### src/design/dqsa_pkg.sv
// ----------------------------------------------------------------------------
// dqsa_pkg
// Shared types and constants for the dual queue shared array unit.
// ----------------------------------------------------------------------------
package dqsa_pkg;

  localparam int DATA_W        = 32;
  localparam int DEPTH_DEFAULT = 16;

  typedef enum logic [1:0] {
    OP_ENQ  = 2'd0,
    OP_DEQ  = 2'd1,
    OP_SHOW = 2'd2,
    OP_NONE = 2'd3
  } op_t;

  typedef enum logic [1:0] {
    ST_OK    = 2'd0,
    ST_OVER  = 2'd1,
    ST_UNDER = 2'd2,
    ST_EMPTY = 2'd3
  } status_t;

endpackage

### src/design/dqsa_if.sv
// ----------------------------------------------------------------------------
// dqsa_if
// Request and response channels (valid/ready) of the dual queue unit.
// ----------------------------------------------------------------------------
interface dqsa_req_if import dqsa_pkg::*; ();
  logic                     valid;
  logic                     ready;
  logic [1:0]               operation;
  logic                     queue_select;
  logic signed [DATA_W-1:0] value;

  modport source (output valid, operation, queue_select, value, input ready);
  modport sink (input valid, operation, queue_select, value, output ready);
  modport monitor (input valid, ready, operation, queue_select, value);
endinterface

interface dqsa_rsp_if import dqsa_pkg::*; ();
  logic                     valid;
  logic                     ready;
  logic [1:0]               status;
  logic signed [DATA_W-1:0] data;
  logic                     last;

  modport source (output valid, status, data, last, input ready);
  modport sink (input valid, status, data, last, output ready);
  modport monitor (input valid, ready, status, data, last);
endinterface

### src/design/dual_queue_shared_array_unit.sv
// ----------------------------------------------------------------------------
// dual_queue_shared_array_unit
// Two queues in one word store: A grows up from index 0, B down from the top.
// ----------------------------------------------------------------------------
// One request is handled at a time. For enqueue, dequeue and any error result
// the transfer cycle issues the head read on the single memory read port; the
// execute state then, once the result register is free, decides, writes the
// store and loads the result register. A display reads its entries one per
// cycle through the read port while the response side does not stall.
// The result register frees the request side: the next request transfers the
// cycle after the last result of the previous one is loaded, even while that
// result still waits to be taken. The store is not cleared at reset and needs
// no clearing pass; only written entries are returned. Slots freed by dequeue
// are reused only after that queue drains and its indices return home.
// ----------------------------------------------------------------------------
module dual_queue_shared_array_unit import dqsa_pkg::*; #(
  parameter int DEPTH = DEPTH_DEFAULT
) (
  input  logic       clk,
  input  logic       rst,
  dqsa_req_if.sink   req,
  dqsa_rsp_if.source rsp
);

  localparam int AW = $clog2(DEPTH);
  localparam int IW = $clog2(DEPTH + 1);

  logic                     wr_en;
  logic [AW-1:0]            wr_addr;
  logic signed [DATA_W-1:0] wr_data;
  logic                     rd_en;
  logic [AW-1:0]            rd_addr;
  logic signed [DATA_W-1:0] rd_data;

  // Sequencer owns the queue indices and the result register.
  dqsa_ctrl #(
    .DEPTH (DEPTH),
    .AW    (AW),
    .IW    (IW)
  ) u_ctrl (
    .clk     (clk),
    .rst     (rst),
    .req     (req),
    .rsp     (rsp),
    .wr_en   (wr_en),
    .wr_addr (wr_addr),
    .wr_data (wr_data),
    .rd_en   (rd_en),
    .rd_addr (rd_addr),
    .rd_data (rd_data)
  );

  // A write lands at the edge that leaves the execute state, before the next
  // request can read, so no forwarding path is needed between the two ports.
  dqsa_mem #(
    .DEPTH (DEPTH),
    .AW    (AW)
  ) u_mem (
    .clk     (clk),
    .wr_en   (wr_en),
    .wr_addr (wr_addr),
    .wr_data (wr_data),
    .rd_en   (rd_en),
    .rd_addr (rd_addr),
    .rd_data (rd_data)
  );

endmodule

### src/design/dqsa_mem.sv
// ----------------------------------------------------------------------------
// dqsa_mem
// Shared word store: one write port, one read port, registered read data.
// ----------------------------------------------------------------------------
module dqsa_mem import dqsa_pkg::*; #(
  parameter int DEPTH = DEPTH_DEFAULT,
  parameter int AW    = $clog2(DEPTH)
) (
  input  logic                     clk,
  input  logic                     wr_en,
  input  logic [AW-1:0]            wr_addr,
  input  logic signed [DATA_W-1:0] wr_data,
  input  logic                     rd_en,
  input  logic [AW-1:0]            rd_addr,
  output logic signed [DATA_W-1:0] rd_data
);

  logic signed [DATA_W-1:0] mem [DEPTH];

  // Read data holds between reads so a stalled result can reuse it.
  always_ff @(posedge clk) begin
    if (wr_en) begin
      mem[wr_addr] <= wr_data;
    end
    if (rd_en) begin
      rd_data <= mem[rd_addr];
    end
  end

endmodule

### src/design/dqsa_ctrl.sv
// ----------------------------------------------------------------------------
// dqsa_ctrl
// Sequencer: queue indices, memory access, display walk and result register.
// ----------------------------------------------------------------------------
module dqsa_ctrl import dqsa_pkg::*; #(
  parameter int DEPTH = DEPTH_DEFAULT,
  parameter int AW    = $clog2(DEPTH),
  parameter int IW    = $clog2(DEPTH + 1)
) (
  input  logic                     clk,
  input  logic                     rst,
  dqsa_req_if.sink                 req,
  dqsa_rsp_if.source               rsp,
  output logic                     wr_en,
  output logic [AW-1:0]            wr_addr,
  output logic signed [DATA_W-1:0] wr_data,
  output logic                     rd_en,
  output logic [AW-1:0]            rd_addr,
  input  logic signed [DATA_W-1:0] rd_data
);

  typedef enum logic [1:0] {
    S_IDLE = 2'b01,
    S_EXEC = 2'b10
  } state_t;

  localparam logic [IW-1:0] TOP = IW'(DEPTH);
  localparam logic [IW-1:0] ONE = IW'(1);

  state_t                   state, state_next;
  op_t                      op, op_next;
  logic                     qsel, qsel_next;
  logic signed [DATA_W-1:0] val, val_next;
  logic [IW-1:0]            cur, cur_next;
  logic [IW-1:0]            a_head, a_head_next, a_end, a_end_next;
  logic [IW-1:0]            b_head, b_head_next, b_end, b_end_next;
  logic                     o_valid, o_valid_next;
  status_t                  o_status, o_status_next;
  logic signed [DATA_W-1:0] o_data, o_data_next;
  logic                     o_last, o_last_next;

  logic accept, slot_free, a_empty, b_empty, walk_last;

  assign req.ready  = (state == S_IDLE);
  assign accept     = req.valid && req.ready;
  assign slot_free  = !o_valid || rsp.ready;
  assign a_empty    = (a_head >= a_end);
  assign b_empty    = (b_head <= b_end);
  assign walk_last  = qsel ? (cur == b_end) : ((cur + ONE) == a_end);

  assign rsp.valid  = o_valid;
  assign rsp.status = o_status;
  assign rsp.data   = o_data;
  assign rsp.last   = o_last;

  always_comb begin
    state_next    = state;
    op_next       = op;
    qsel_next     = qsel;
    val_next      = val;
    cur_next      = cur;
    a_head_next   = a_head;
    a_end_next    = a_end;
    b_head_next   = b_head;
    b_end_next    = b_end;
    o_valid_next  = o_valid && !rsp.ready;
    o_status_next = o_status;
    o_data_next   = o_data;
    o_last_next   = o_last;
    wr_en         = 1'b0;
    wr_addr       = a_end[AW-1:0];
    wr_data       = val;
    rd_en         = 1'b0;
    rd_addr       = cur[AW-1:0];

    case (state)
      S_IDLE: begin
        if (accept) begin
          // Start the head read now; the data lands for the execute cycle.
          op_next   = op_t'(req.operation);
          qsel_next = req.queue_select;
          val_next  = req.value;
          cur_next  = req.queue_select ? (b_head - ONE) : a_head;
          rd_en     = 1'b1;
          rd_addr   = cur_next[AW-1:0];
          state_next = S_EXEC;
        end
      end
      S_EXEC: begin
        case (op)
          OP_ENQ: begin
            if (slot_free) begin
              o_valid_next = 1'b1;
              o_last_next  = 1'b1;
              if (a_end >= b_end) begin
                o_status_next = ST_OVER;
                o_data_next   = '0;
              end else begin
                o_status_next = ST_OK;
                o_data_next   = val;
                wr_en         = 1'b1;
                if (!qsel) begin
                  wr_addr    = a_end[AW-1:0];
                  a_end_next = a_end + ONE;
                end else begin
                  wr_addr    = b_end_next[AW-1:0];
                  b_end_next = b_end - ONE;
                  wr_addr    = b_end_next[AW-1:0];
                end
              end
              state_next = S_IDLE;
            end
          end
          OP_DEQ: begin
            if (slot_free) begin
              o_valid_next = 1'b1;
              o_last_next  = 1'b1;
              if (qsel ? b_empty : a_empty) begin
                o_status_next = ST_UNDER;
                o_data_next   = '0;
              end else begin
                o_status_next = ST_OK;
                o_data_next   = rd_data;
                if (!qsel) begin
                  if ((a_head + ONE) >= a_end) begin
                    a_head_next = '0;
                    a_end_next  = '0;
                  end else begin
                    a_head_next = a_head + ONE;
                  end
                end else begin
                  if ((b_head - ONE) <= b_end) begin
                    b_head_next = TOP;
                    b_end_next  = TOP;
                  end else begin
                    b_head_next = b_head - ONE;
                  end
                end
              end
              state_next = S_IDLE;
            end
          end
          OP_SHOW: begin
            if (slot_free) begin
              o_valid_next = 1'b1;
              if (qsel ? b_empty : a_empty) begin
                o_status_next = ST_EMPTY;
                o_data_next   = '0;
                o_last_next   = 1'b1;
                state_next    = S_IDLE;
              end else begin
                o_status_next = ST_OK;
                o_data_next   = rd_data;
                o_last_next   = walk_last;
                if (walk_last) begin
                  state_next = S_IDLE;
                end else begin
                  // Advance the cursor and fetch the next entry.
                  cur_next = qsel ? (cur - ONE) : (cur + ONE);
                  rd_en    = 1'b1;
                  rd_addr  = cur_next[AW-1:0];
                end
              end
            end
          end
          default: begin
            // Unused code: drop the item, no result.
            state_next = S_IDLE;
          end
        endcase
      end
      default: begin
        state_next = S_IDLE;
      end
    endcase
  end

  always_ff @(posedge clk) begin
    if (rst) begin
      state   <= S_IDLE;
      a_head  <= '0;
      a_end   <= '0;
      b_head  <= TOP;
      b_end   <= TOP;
      o_valid <= 1'b0;
    end else begin
      state   <= state_next;
      a_head  <= a_head_next;
      a_end   <= a_end_next;
      b_head  <= b_head_next;
      b_end   <= b_end_next;
      o_valid <= o_valid_next;
    end
  end

  always_ff @(posedge clk) begin
    op       <= op_next;
    qsel     <= qsel_next;
    val      <= val_next;
    cur      <= cur_next;
    o_status <= o_status_next;
    o_data   <= o_data_next;
    o_last   <= o_last_next;
  end

endmodule

### src/flat_wrapper.sv
// flat-port wrapper written by rule: the top's interface ports become plain ports
module dual_queue_shared_array_unit_flat import dqsa_pkg::*;
#(
  parameter int DEPTH = DEPTH_DEFAULT
)
  (clk, rst, req_valid, req_operation, req_queue_select, req_value, req_ready, rsp_valid, rsp_status, rsp_data, rsp_last, rsp_ready);
  dqsa_req_if req_i ();
  dqsa_rsp_if rsp_i ();
  input  logic clk;
  input  logic rst;
  input wire logic [$bits(req_i.valid)-1:0] req_valid;
  input wire logic [$bits(req_i.operation)-1:0] req_operation;
  input wire logic [$bits(req_i.queue_select)-1:0] req_queue_select;
  input wire logic [$bits(req_i.value)-1:0] req_value;
  output wire logic [$bits(req_i.ready)-1:0] req_ready;
  output wire logic [$bits(rsp_i.valid)-1:0] rsp_valid;
  output wire logic [$bits(rsp_i.status)-1:0] rsp_status;
  output wire logic [$bits(rsp_i.data)-1:0] rsp_data;
  output wire logic [$bits(rsp_i.last)-1:0] rsp_last;
  input wire logic [$bits(rsp_i.ready)-1:0] rsp_ready;
  assign req_i.valid = req_valid;
  assign req_i.operation = req_operation;
  assign req_i.queue_select = req_queue_select;
  assign req_i.value = req_value;
  assign req_ready = req_i.ready;
  assign rsp_valid = rsp_i.valid;
  assign rsp_status = rsp_i.status;
  assign rsp_data = rsp_i.data;
  assign rsp_last = rsp_i.last;
  assign rsp_i.ready = rsp_ready;
  dual_queue_shared_array_unit #(.DEPTH(DEPTH)) u_core (.clk(clk), .rst(rst), .req(req_i), .rsp(rsp_i));
endmodule
### config.mk
export PLATFORM = sky130hd
export DESIGN_NAME = dual_queue_shared_array_unit_flat
export DESIGN_NICKNAME = d
export VERILOG_FILES = /design/src/design/dqsa_pkg.sv /design/src/design/dqsa_if.sv /design/src/design/dual_queue_shared_array_unit.sv /design/src/design/dqsa_mem.sv /design/src/design/dqsa_ctrl.sv /design/src/flat_wrapper.sv
export SDC_FILE = /design/constraint.sdc
export NUM_CORES = 1
export LEC_CHECK = 0
export BUFFER_PORTS_ARGS = -buffer_cell sky130_fd_sc_hd__buf_2
export CORE_MARGIN = 1.5
export CORE_UTILIZATION = 30
export DETAILED_ROUTE_END_ITERATION = 8
export HOLD_SLACK_MARGIN = 0.12
export PLACE_DENSITY = 0.52
export SYNTH_ARGS = -nofsm -noshare
export SYNTH_HDL_FRONTEND = slang
export SYNTH_SLANG_ARGS = --single-unit
### constraint.sdc
create_clock -name clk -period 4.95 [get_ports clk]
set_input_delay 0.2475 -clock clk [delete_from_list [all_inputs] [get_ports clk]]
set_output_delay 0.2475 -clock clk [all_outputs]
set_load 0.005 [all_outputs]
==> flow_summary.json, run 1 <==
{
  "use_met1_pct": 20.5,
  "dieHeight_um": 301,
  "clkSinkCount": 642,
  "post_synth_num_cell_types": 64,
  "post_synth_and_or_nand_nor_area_fraction_pct": 7.79,
  "floorplan.die_area_um2": 90600,
  "timing.critical_path.cells": "inv_1 > ha_1 > a21oi_1 > a21oi_1 > o21ai_2 > a2111oi_2 > o311a_1 > and2_4 > buf_4 > a21oi_1 > a211oi_1 > a211o_1",
  "power_density_cells_nw_per_um2": 517,
  "post_synthesis_share_of_cell_area_spent_on_xor_and_xnor_gates_pct": 0.822,
  "finClkSkew_ps": 22.1,
  "remaining_global_route_overflow": 0,
  "grt_pass1_vias": 16500,
  "tightest_slew_ps": 1010,
  "yosys_warnings": 0,
  "die_x_um": 301,
  "synth_ff_type": "sky130_fd_sc_hd__edfxtp_1",
  "tns_setup_ps": 0,
  "drtIter0Drc": 1274,
  "netlist_top_cells_count": "sky130_fd_sc_hd__edfxtp_1, sky130_fd_sc_hd__a211oi_1, sky130_fd_sc_hd__and3_1",
  "top_usage_layer": "met2",
  "clock_latency_ps": 610,
  "post_synth_instance_area_um2": 26600,
  "critical_path.n_buffers_inverters": 2,
  "post_layout_nonfiller_instances": 3145,
  "yosysTopAreaCellShare_pct": 69.8,
  "p_leak_nw": 10.4,
  "cp_data_required_time_ps": 5430,
  "hold_class": "input port to register",
  "worst_ir_drop_vdd_uv": 390,
  "final_period_minus_worst_setup_slack_ps": 4590,
  "gp_congestion": 0.796,
  "row_count": 109,
  "finalNetCount": 2008,
  "drv_cap": 0,
  "ys_ff_latch": 642,
  "r2r_start": "u_core.u_ctrl.b_end[2]",
  "critPathKind": "register to register",
  "h-tree-depth": 3,
  "largest_fanout_on_the_critical_path": 59,
  "tritoncts_clock_tree": "yes",
  "port_buffers": 75,
  "clock.fmax_mhz": 218,
  "vias_per_cell": 5.19,
  "clkSlewWorstSetupHoldPaths_ps": 60,
  "finalMaxSlewViolations": 0,
  "syn-mean-instance-area_um2": 14.6,
  "cp_slowest_cell": "sky130_fd_sc_hd__and2_4",
  "floorplan.initialDensity_pct": 30.2,
  "worstSetupEndpointType": "register",
  "grt_use_met3_pct": 2.45,
  "coreArea_um2": 88100,
  "io_pins": 76,
  "cts_made_buffers": 68,
  "mux_contribution_to_synthesized_area_pct": 0.301,
  "wire_per_inst_um": 22.9,
  "post_route_cells_drive_above_1_share_pct": 13.7,
  "most_frequent_cell_after_synthesis": "sky130_fd_sc_hd__edfxtp_1",
  "outcome": "complete, no violations",
  "timing.max_slew.rel_slack_pct": 32.5,
  "grt_setup_unrepaired": "no",
  "placedCellCount": 2989,
  "synth_enable_flop_cells": 619,
  "critPathMaxStageDelay_ps": 790,
  "synthArstFlopShare_pct": 0,
  "synth.net_count": 1900,
  "timing.critical_path.arrival_ps": 5070,
  "initial_antenna_violation_count": 0,
  "relative_area_change_from_synthesis_to_final_layout_pct": 16.6,
  "synth_sequential_area_ratio_pct": 71.5,
  "first_pass_iters": 8,
  "synth_compound_gate_area_share_pct": 14.7,
  "setup.worst_path.start": "u_core.u_ctrl.b_end[2]",
  "synthesis.instances": 1824,
  "clockBufferDepth": 3,
  "crit_family": "compound AO/OA/AOI/OAI gates",
  "vias": 16300,
  "critPathLaunchType": "register",
  "nFillCells": 8433,
  "synth_top_family_by_area": "compound AO/OA/AOI/OAI gates",
  "wirelength_um": 72100,
  "timing.final.setup_violations": 0,
  "synth_top_area_cells": "sky130_fd_sc_hd__edfxtp_1, sky130_fd_sc_hd__a211oi_1, sky130_fd_sc_hd__and3_1",
  "grt_util_all_layers_pct": 15.8,
  "yosysTopAreaCell": "sky130_fd_sc_hd__edfxtp_1",
  "dpl_cell_area_um2": 28600,
  "critPathMostFrequentCell": "sky130_fd_sc_hd__a21oi_1",
  "hold_slack_ps": 345,
  "min_period_over_period_pct": 92.8,
  "grt.met2_usage_pct": 27.1,
  "drc": 0,
  "antenna-diode-count": 0,
  "detailedPlacementHpwl_um": 42300,
  "setup_ws_ps": 358,
  "design_area_um2": 31100,
  "root_buffer": "sky130_fd_sc_hd__clkbuf_16",
  "place_ws_ps": 390,
  "drtAntennaViolNets": 0,
  "synth_fa_ha_area_share_pct": 1.74,
  "final_hold_viol_count": 0,
  "grt_first_pass_wirelength_um": 108000,
  "grt_max_degree": 121,
  "hold_start": "req_valid"
}
cell families (layout without fill, tap and decap cells):
group | count (synthesis) | count (layout)
flops | 642 | 642
fa+ha+maj | 37 | 37
mux | 8 | 8
simple gates | 399 | 399
compound gates | 538 | 538
xor+xnor | 25 | 25
buf+inv | 175 | 331
layout make-up:
class                      count  area, um2  share of cell area (%)
clock inverter                35        315                    1.02
multi-input combinational   1007       6930                    22.3
clock buffer                  83       1780                    5.73
inverter                      32        120                   0.387
tap                         1165       1460                    4.69
timing repair buffer         181       1400                    4.52
sequential                   642      19000                    61.3
power breakdown:
| part | switching (mW) | total, mW | internal (mW) |
|---|---|---|---|
| registers | 0.278 | 6.67 | 6.39 |
| clock network | 2.08 | 4.89 | 2.82 |
| logic | 2.90 | 4.50 | 1.60 |
| total | 5.26 | 16.1 | 10.8 |
path summary, 6_finish.rpt:
path | endpoint | slack [ps] | cells after the start
worst max register to register | u_core.u_mem.rd_data[23] | 360 | 12
worst min register to register | u_core.u_ctrl.state[0] | 530 | 1
worst min-delay path | u_core.u_ctrl.state[1] | 350 | 5
worst max-delay path | u_core.u_mem.rd_data[23] | 360 | 12
sequential cells by signal, summed over array words and instances, names as in the netlist:
| name | count |
|---|---|
| u_core.u_ctrl.a_end | 5 |
| u_core.u_ctrl.a_head | 5 |
| u_core.u_ctrl.b_end | 5 |
| u_core.u_ctrl.b_head | 5 |
| u_core.u_ctrl.cur | 5 |
| u_core.u_ctrl.op | 2 |
| u_core.u_ctrl.qsel | 1 |
| u_core.u_ctrl.rsp.data | 32 |
| u_core.u_ctrl.rsp.last | 1 |
| u_core.u_ctrl.rsp.status | 2 |
| u_core.u_ctrl.rsp.valid | 1 |
| u_core.u_ctrl.state | 2 |
| u_core.u_ctrl.wr_data | 32 |
| u_core.u_mem.mem | 512 |
| u_core.u_mem.rd_data | 32 |
cells in the final DEF (no fill, tap or decap), types with 34 or more instances in the layout:
master,Yosys,routed
sky130_fd_sc_hd__edfxtp_1,619,619
sky130_fd_sc_hd__a211oi_1,165,164
sky130_fd_sc_hd__and3_1,162,162
sky130_fd_sc_hd__a21oi_1,117,117
sky130_fd_sc_hd__nand2_1,114,113
sky130_fd_sc_hd__buf_2,28,75
sky130_fd_sc_hd__clkbuf_16,0,69
sky130_fd_sc_hd__buf_4,5,57
sky130_fd_sc_hd__dlygate4sd3_1,0,38
sky130_fd_sc_hd__ha_1,37,37
sky130_fd_sc_hd__a211o_1,34,34
what timing repair did:
item | 4_1_cts | 5_1_grt
hold buffers | 38 | 0
setup endpoints to repair | 0 | 0
endpoints found under the hold margin | 52 | 0
resized for setup | 0 | 0
buffers inserted | 0 | 0
stage by stage:
| stage | util (%) | power [mW] |
|---|---|---|
| floorplan | - | 9.72 |
| global placement | 32.4 | 11.2 |
| detailed placement | 32.4 | 11.3 |
| CTS | 35.3 | 16.3 |
| global route | 35.3 | 16.8 |
| finish | 35.3 | 16.1 |
routing by layer:
metal  vias to the layer above  routed length (um)  part of all wire [%]
met3                        91                3180                   4.4
li1                       7458                   -                     -
met4                         0                1420                   2.0
met5                         -                   0                     0
met1                      8361               31600                    44
met2                       412               35900                    50
worst register-to-register path, delay by kind of cell, from the launching register on:
kind / cells / cell delay, ps
flip-flops: 1 / 440
buffers and inverters: 2 / 620
AND/OR/NAND/NOR: 1 / 790
adder cells (fa/ha/maj): 1 / 370
AO/OA/AOI/OAI: 8 / 2250
Power figures use the tool's default switching activity.
==> run 2: changes to the inputs <==
BUFFER_PORTS_ARGS = unset   (was -buffer_cell sky130_fd_sc_hd__buf_2)
DONT_BUFFER_PORTS = 1   (was unset)
==> run 2 against run 1 <==
Via count shrank 0.67%. Worst hold slack lost 170 ps. Die area is the same. Setup slack gained 210 ps. Wire length grew 0.52%. Register-to-register slack gained 210 ps. Cell count shrank 2.0%. Flip-flop and latch count is the same. First-iteration DRC count grew 1.2%. Core utilization shrank 0.28 points.
==> flow_summary.json, run 2 (synthesized netlist as in run 1, its figures left out) <==
{
  "met1_length_um": 30900,
  "wire_per_inst_um": 23.5,
  "final_common_cell": "sky130_fd_sc_hd__edfxtp_1",
  "grt_max_degree": 133,
  "wirelength_um": 72400,
  "critical_path.reg2reg.endpoint": "u_core.u_mem.rd_data[3]",
  "antenna-diode-count": 0,
  "tightest_slew_ps": 1160,
  "h-tree-depth": 3,
  "most-common-layout-cells": "sky130_fd_sc_hd__edfxtp_1, sky130_fd_sc_hd__a211oi_1, sky130_fd_sc_hd__and3_1",
  "worst_ir_drop_vdd_uv": 532,
  "power.sequential.fraction_pct": 40.9,
  "initial_antenna_violation_count": 2,
  "intPower_mw": 10.9,
  "largest_reg_flops": 512,
  "clockBufferDepth": 3,
  "tritoncts_clock_tree": "yes",
  "clkSlewWorstSetupHoldPaths_ps": 60,
  "worstSetupEndpointType": "register",
  "power.share.combinational_pct": 27.6,
  "floorplan.initialDensity_pct": 30.2,
  "highest-signal-layer": "met5",
  "grt_pass1_vias": 16400,
  "p_leak_nw": 10.2,
  "r2r_setup_slack_ps": 570,
  "critPathKind": "register to register",
  "power_density_cells_nw_per_um2": 529,
  "finClkSkew_ps": 20.8,
  "tns_setup_ps": 0,
  "nFillCells": 8500,
  "clkSinkCount": 642,
  "outcome": "complete, no violations",
  "final_hold_viol_count": 0,
  "p_total_mw": 16.3,
  "wl_met3_um": 3800,
  "io_pins": 76,
  "worst_hold_path.endpoint": "u_core.u_ctrl.cur[0]",
  "hold_start": "req_queue_select",
  "gp_congestion": 0.798,
  "combined_area_of_the_multi_input_logic_cells_um2": 6930,
  "finished_core_util_pct": 35.0,
  "rr_worst_depth": 11,
  "hold_class": "input port to register",
  "r2r_start": "u_core.u_ctrl.a_end[0]",
  "finalNetCount": 1936,
  "vias_per_cell": 5.26,
  "pwr-share-clk_pct": 31.5,
  "grt_setup_unrepaired": "no",
  "port_buffers": 0,
  "detailedPlacementHpwl_um": 41600,
  "timing.final.setup_violations": 0,
  "clock.fmax_mhz": 228,
  "remaining_global_route_overflow": 0,
  "power.switching_mw": 5.38,
  "final-seq-area_um2": 19000,
  "dieHeight_um": 301,
  "largest_fanout_on_the_critical_path": 61,
  "largest_register": "u_core.u_mem.mem",
  "vias": 16200,
  "cp_data_required_time_ps": 5430,
  "setup_ws_ps": 571,
  "final_period_minus_worst_setup_slack_ps": 4380,
  "grt_util_all_layers_pct": 15.9,
  "relative_area_change_from_synthesis_to_final_layout_pct": 15.7,
  "post_route_cells_drive_above_1_share_pct": 10.9,
  "timing.max_slew.rel_slack_pct": 23.0,
  "place_ws_ps": 520,
  "cts_made_buffers": 72,
  "drtIter0Drc": 1289,
  "root_buffer": "sky130_fd_sc_hd__clkbuf_16",
  "die_x_um": 301,
  "finalMaxSlewViolations": 0,
  "drv_cap": 0,
  "met2RoutedLength_um": 35800,
  "drc": 0,
  "clock_latency_ps": 610,
  "first_pass_iters": 6,
  "grt_first_pass_wirelength_um": 108000,
  "coreArea_um2": 88100,
  "critPathLaunchType": "register",
  "worstHoldPathCells": 3,
  "timing.critical_path.arrival_ps": 4860,
  "min_period_over_period_pct": 88.5,
  "drtAntennaViolNets": 0,
  "post_cts_resized": 0,
  "p_sw_share_pct": 33.0,
  "floorplan.die_area_um2": 90600,
  "hold_slack_ps": 171,
  "row_count": 109
}
[run 2: cell types whose count changed in the layout (fill, tap and decap cells not counted)]
cell | before | now
sky130_fd_sc_hd__buf_12 | 11 | 10
sky130_fd_sc_hd__buf_2 | 75 | 0
sky130_fd_sc_hd__bufinv_16 | 5 | 4
sky130_fd_sc_hd__clkbuf_1 | 14 | 15
sky130_fd_sc_hd__clkbuf_16 | 69 | 73
sky130_fd_sc_hd__clkbuf_8 | 0 | 1
sky130_fd_sc_hd__clkinv_1 | 17 | 16
sky130_fd_sc_hd__clkinv_2 | 7 | 13
sky130_fd_sc_hd__clkinv_4 | 0 | 2
sky130_fd_sc_hd__inv_16 | 0 | 1
[run 2: power groups by stage]
stage | clock, mW | sequential [mW] | combinational [mW]
after floorplan | 0 | 6.62 | 3.09
after global placement | 0 | 6.78 | 4.46
after detailed placement | 0 | 6.79 | 4.51
after CTS | 5.26 | 6.67 | 4.57
after global routing | 5.47 | 6.70 | 4.91
final | 5.13 | 6.66 | 4.51
[run 2: layout make-up]
type | instances | share of cell area, %
Inverter | 32 | 0.390
Sequential cell | 642 | 61.8
Tap cell | 1165 | 4.73
Multi-Input combinational cell | 1007 | 22.5
Clock inverter | 42 | 1.13
Clock buffer | 89 | 6.16
Timing Repair Buffer | 105 | 3.27
[run 2: critical path, stage by stage, from the launching register on]
cell                        delay [ps]
sky130_fd_sc_hd__dfxtp_1           570
sky130_fd_sc_hd__ha_1              320
sky130_fd_sc_hd__nand2b_1          150
sky130_fd_sc_hd__a211oi_1          230
sky130_fd_sc_hd__o21ai_1           230
sky130_fd_sc_hd__a2111oi_2         690
sky130_fd_sc_hd__o311a_1           310
sky130_fd_sc_hd__and2_4            770
sky130_fd_sc_hd__buf_12            270
sky130_fd_sc_hd__a211oi_1           80
sky130_fd_sc_hd__o32ai_1           420
sky130_fd_sc_hd__a211o_1           160
[run 2: through the flow]
stage               cell area, um2  instances
finish                       30800       3082
global route                 30800       3082
CTS                          30800       3082
detailed placement           28200       2913
global placement             28200       2913
floorplan                    26600       1824
[run 2: worst max path at each step]
stage,from,endpoint,cells after the start
floorplan,u_core.u_ctrl.a_end[0],u_core.u_mem.mem[12][0],12
global placement,u_core.u_ctrl.a_end[0],u_core.u_mem.rd_data[3],11
detailed placement,u_core.u_ctrl.a_end[0],u_core.u_mem.rd_data[3],11
CTS,u_core.u_ctrl.a_end[0],u_core.u_mem.rd_data[3],11
global route,u_core.u_ctrl.b_end[2],u_core.u_mem.rd_data[30],12
finish,u_core.u_ctrl.a_end[0],u_core.u_mem.rd_data[3],11
[run 2: repair_timing]
action	in CTS	in global routing
hold buffers	38	0
setup buffers	0	0
hold endpoints to repair	63	0
[run 2: routing by layer]
metal  vias up  GRT usage (%)
met5         -              0
met4         2           5.40
met3       125           2.89
met2       412           26.6
met1      8341           20.6
li1       7332              -
==> run 3: changes to the inputs <==
CELL_PAD_IN_SITES_DETAIL_PLACEMENT = 0   (was unset)
CELL_PAD_IN_SITES_GLOBAL_PLACEMENT = 1   (was unset)
PLACE_DENSITY = 0.57   (was 0.52)
clock period = 5.2 ns   (was 4.95 ns; I/O delays follow)
==> run 3 against run 2 <==
Cell count is 0.49% lower. Flip-flop and latch count unchanged. Clock skew rose by 9.3 ps. Critical path depth is the same. Largest cell class unchanged. Non-clock buffer count fell by 7. Critical path type unchanged. Via count is 0.36% lower.
==> flow_summary.json, run 3 (synthesized netlist as in run 1, its figures left out) <==
{
  "r2r_setup_slack_ps": 720,
  "grt_pass1_vias": 16100,
  "most-common-layout-cells": "sky130_fd_sc_hd__edfxtp_1, sky130_fd_sc_hd__a211oi_1, sky130_fd_sc_hd__and3_1",
  "cts_made_buffers": 69,
  "final-seq-area_um2": 19000,
  "finalNetCount": 1926,
  "largest_fanout_on_the_critical_path": 19,
  "grt_max_degree": 146,
  "post_layout_nonfiller_instances": 3067,
  "critPathLaunchType": "register",
  "final_hold_viol_count": 0,
  "p_total_mw": 15.5,
  "vias_per_cell": 5.27,
  "gp_congestion": 0.788,
  "drc": 0,
  "grt_setup_unrepaired": "no",
  "placedCellCount": 2906,
  "post-cts-setup-buffer-count": 0,
  "floorplan.initialDensity_pct": 30.2,
  "worstSetupEndpointType": "register",
  "row_count": 109,
  "io_pins": 76,
  "final_common_cell": "sky130_fd_sc_hd__edfxtp_1",
  "finClkSkew_ps": 30.2,
  "clock.fmax_mhz": 223,
  "tritoncts_clock_tree": "yes",
  "nFillCells": 8438,
  "die_x_um": 301,
  "drtAntennaViolNets": 0,
  "remaining_global_route_overflow": 0,
  "outcome": "complete, no violations",
  "timing.critical_path.arrival_ps": 4960,
  "finalMaxSlewViolations": 0,
  "coreArea_um2": 88100,
  "hold_class": "input port to register",
  "dieHeight_um": 301,
  "worst_ir_drop_vdd_uv": 273,
  "clkSinkCount": 642,
  "port_buffers": 0,
  "drtIter0Drc": 1183,
  "root_buffer": "sky130_fd_sc_hd__clkbuf_16",
  "timing.final.setup_violations": 0,
  "post_route_cells_drive_above_1_share_pct": 10.2,
  "largest_reg_flops": 512,
  "h-tree-depth": 3,
  "floorplan.die_area_um2": 90600,
  "power_density_cells_nw_per_um2": 503,
  "clock_latency_ps": 610,
  "grt_first_pass_wirelength_um": 110000,
  "dpl_cell_area_um2": 28300,
  "tightest_slew_ps": 1050,
  "cp_data_required_time_ps": 5680,
  "p_leak_nw": 10.2,
  "min_period_over_period_pct": 86.2,
  "relative_area_change_from_synthesis_to_final_layout_pct": 15.9,
  "wire_per_inst_um": 24.3,
  "detailedPlacementHpwl_um": 43800,
  "drv_cap": 0,
  "clkSlewWorstSetupHoldPaths_ps": 60,
  "design_area_um2": 30900,
  "initial_antenna_violation_count": 0,
  "timing.max_slew.rel_slack_pct": 30.3,
  "clockBufferDepth": 3,
  "wirelength_um": 74700,
  "tns_setup_ps": 0,
  "vias": 16200,
  "grt_util_all_layers_pct": 16.4,
  "largest_register": "u_core.u_mem.mem",
  "antenna-diode-count": 0,
  "hold_slack_ps": 162,
  "final_period_minus_worst_setup_slack_ps": 4480,
  "first_pass_iters": 5,
  "critPathKind": "register to register",
  "combined_area_of_the_multi_input_logic_cells_um2": 6930
}
==> run 3: cell count changes in the layout (fill, tap and decap cells not counted), sizes merged <==
| cell | before | now |
|---|---|---|
| clkbuf | 89 | 83 |
| clkinv | 33 | 32 |
| inv | 36 | 34 |
| bufinv | 4 | 5 |
| buf | 67 | 60 |
==> run 3: cell type report <==
cell class / count / share of cell area (%)
clock buffer: 83 / 6.04
clock inverter: 40 / 1.07
inverter: 32 / 0.389
multi-input combinational: 1007 / 22.5
sequential: 642 / 61.7
tap: 1165 / 4.72
timing repair buffer: 98 / 3.58
==> run 3: path summary, 6_finish.rpt <==
| path | start | end | depth (start not counted) |
|---|---|---|---|
| max | u_core.u_ctrl.a_end[0] | u_core.u_mem.rd_data[26] | 11 |
| min | req_queue_select | u_core.u_ctrl.cur[0] | 3 |
| max reg2reg | u_core.u_ctrl.a_end[0] | u_core.u_mem.rd_data[26] | 11 |
| min reg2reg | u_core.u_ctrl.state[0] | u_core.u_ctrl.state[0] | 1 |
==> run 3: timing repair <==
item,in CTS,in global routing
endpoints found under the hold margin,63,0
hold buffers,38,0
gates resized for setup,0,0
==> run 3: stage by stage <==
stage	worst slack (ps)	utilization, %
6_report	720	35.0
3_5_place_dp	694	32.1
3_3_place_gp	698	32.1
5_1_grt	455	35.0
2_1_floorplan	647	-
4_1_cts	692	35.0
==> run 3: per-layer routing <==
layer | wire [um] | part of all wire (%) | vias to the layer above | GRT usage, %
li1 | - | - | 7312 | -
met1 | 32500 | 44 | 8317 | 21.5
met2 | 36600 | 49 | 429 | 27.5
met3 | 3680 | 4.9 | 95 | 2.70
met4 | 1830 | 2.4 | 0 | 5.35
met5 | 0 | 0 | - | 0
==> run 3: where the power goes <==
group	internal, mW	total, mW	switching (mW)
clock network	2.80	4.82	2.01
logic	1.53	4.36	2.83
registers	6.09	6.36	0.271
total	10.4	15.5	5.12
==> run 3: worst max-delay path, stage by stage, from the launching register on <==
cell	delay (ps)
sky130_fd_sc_hd__dfxtp_1	580
sky130_fd_sc_hd__ha_1	330
sky130_fd_sc_hd__nand2b_1	140
sky130_fd_sc_hd__a211oi_1	280
sky130_fd_sc_hd__o21ai_1	240
sky130_fd_sc_hd__a2111oi_2	630
sky130_fd_sc_hd__o221a_1	310
sky130_fd_sc_hd__o31a_2	530
sky130_fd_sc_hd__nand2b_2	460
sky130_fd_sc_hd__buf_12	310
sky130_fd_sc_hd__a211oi_1	370
sky130_fd_sc_hd__a211o_1	160
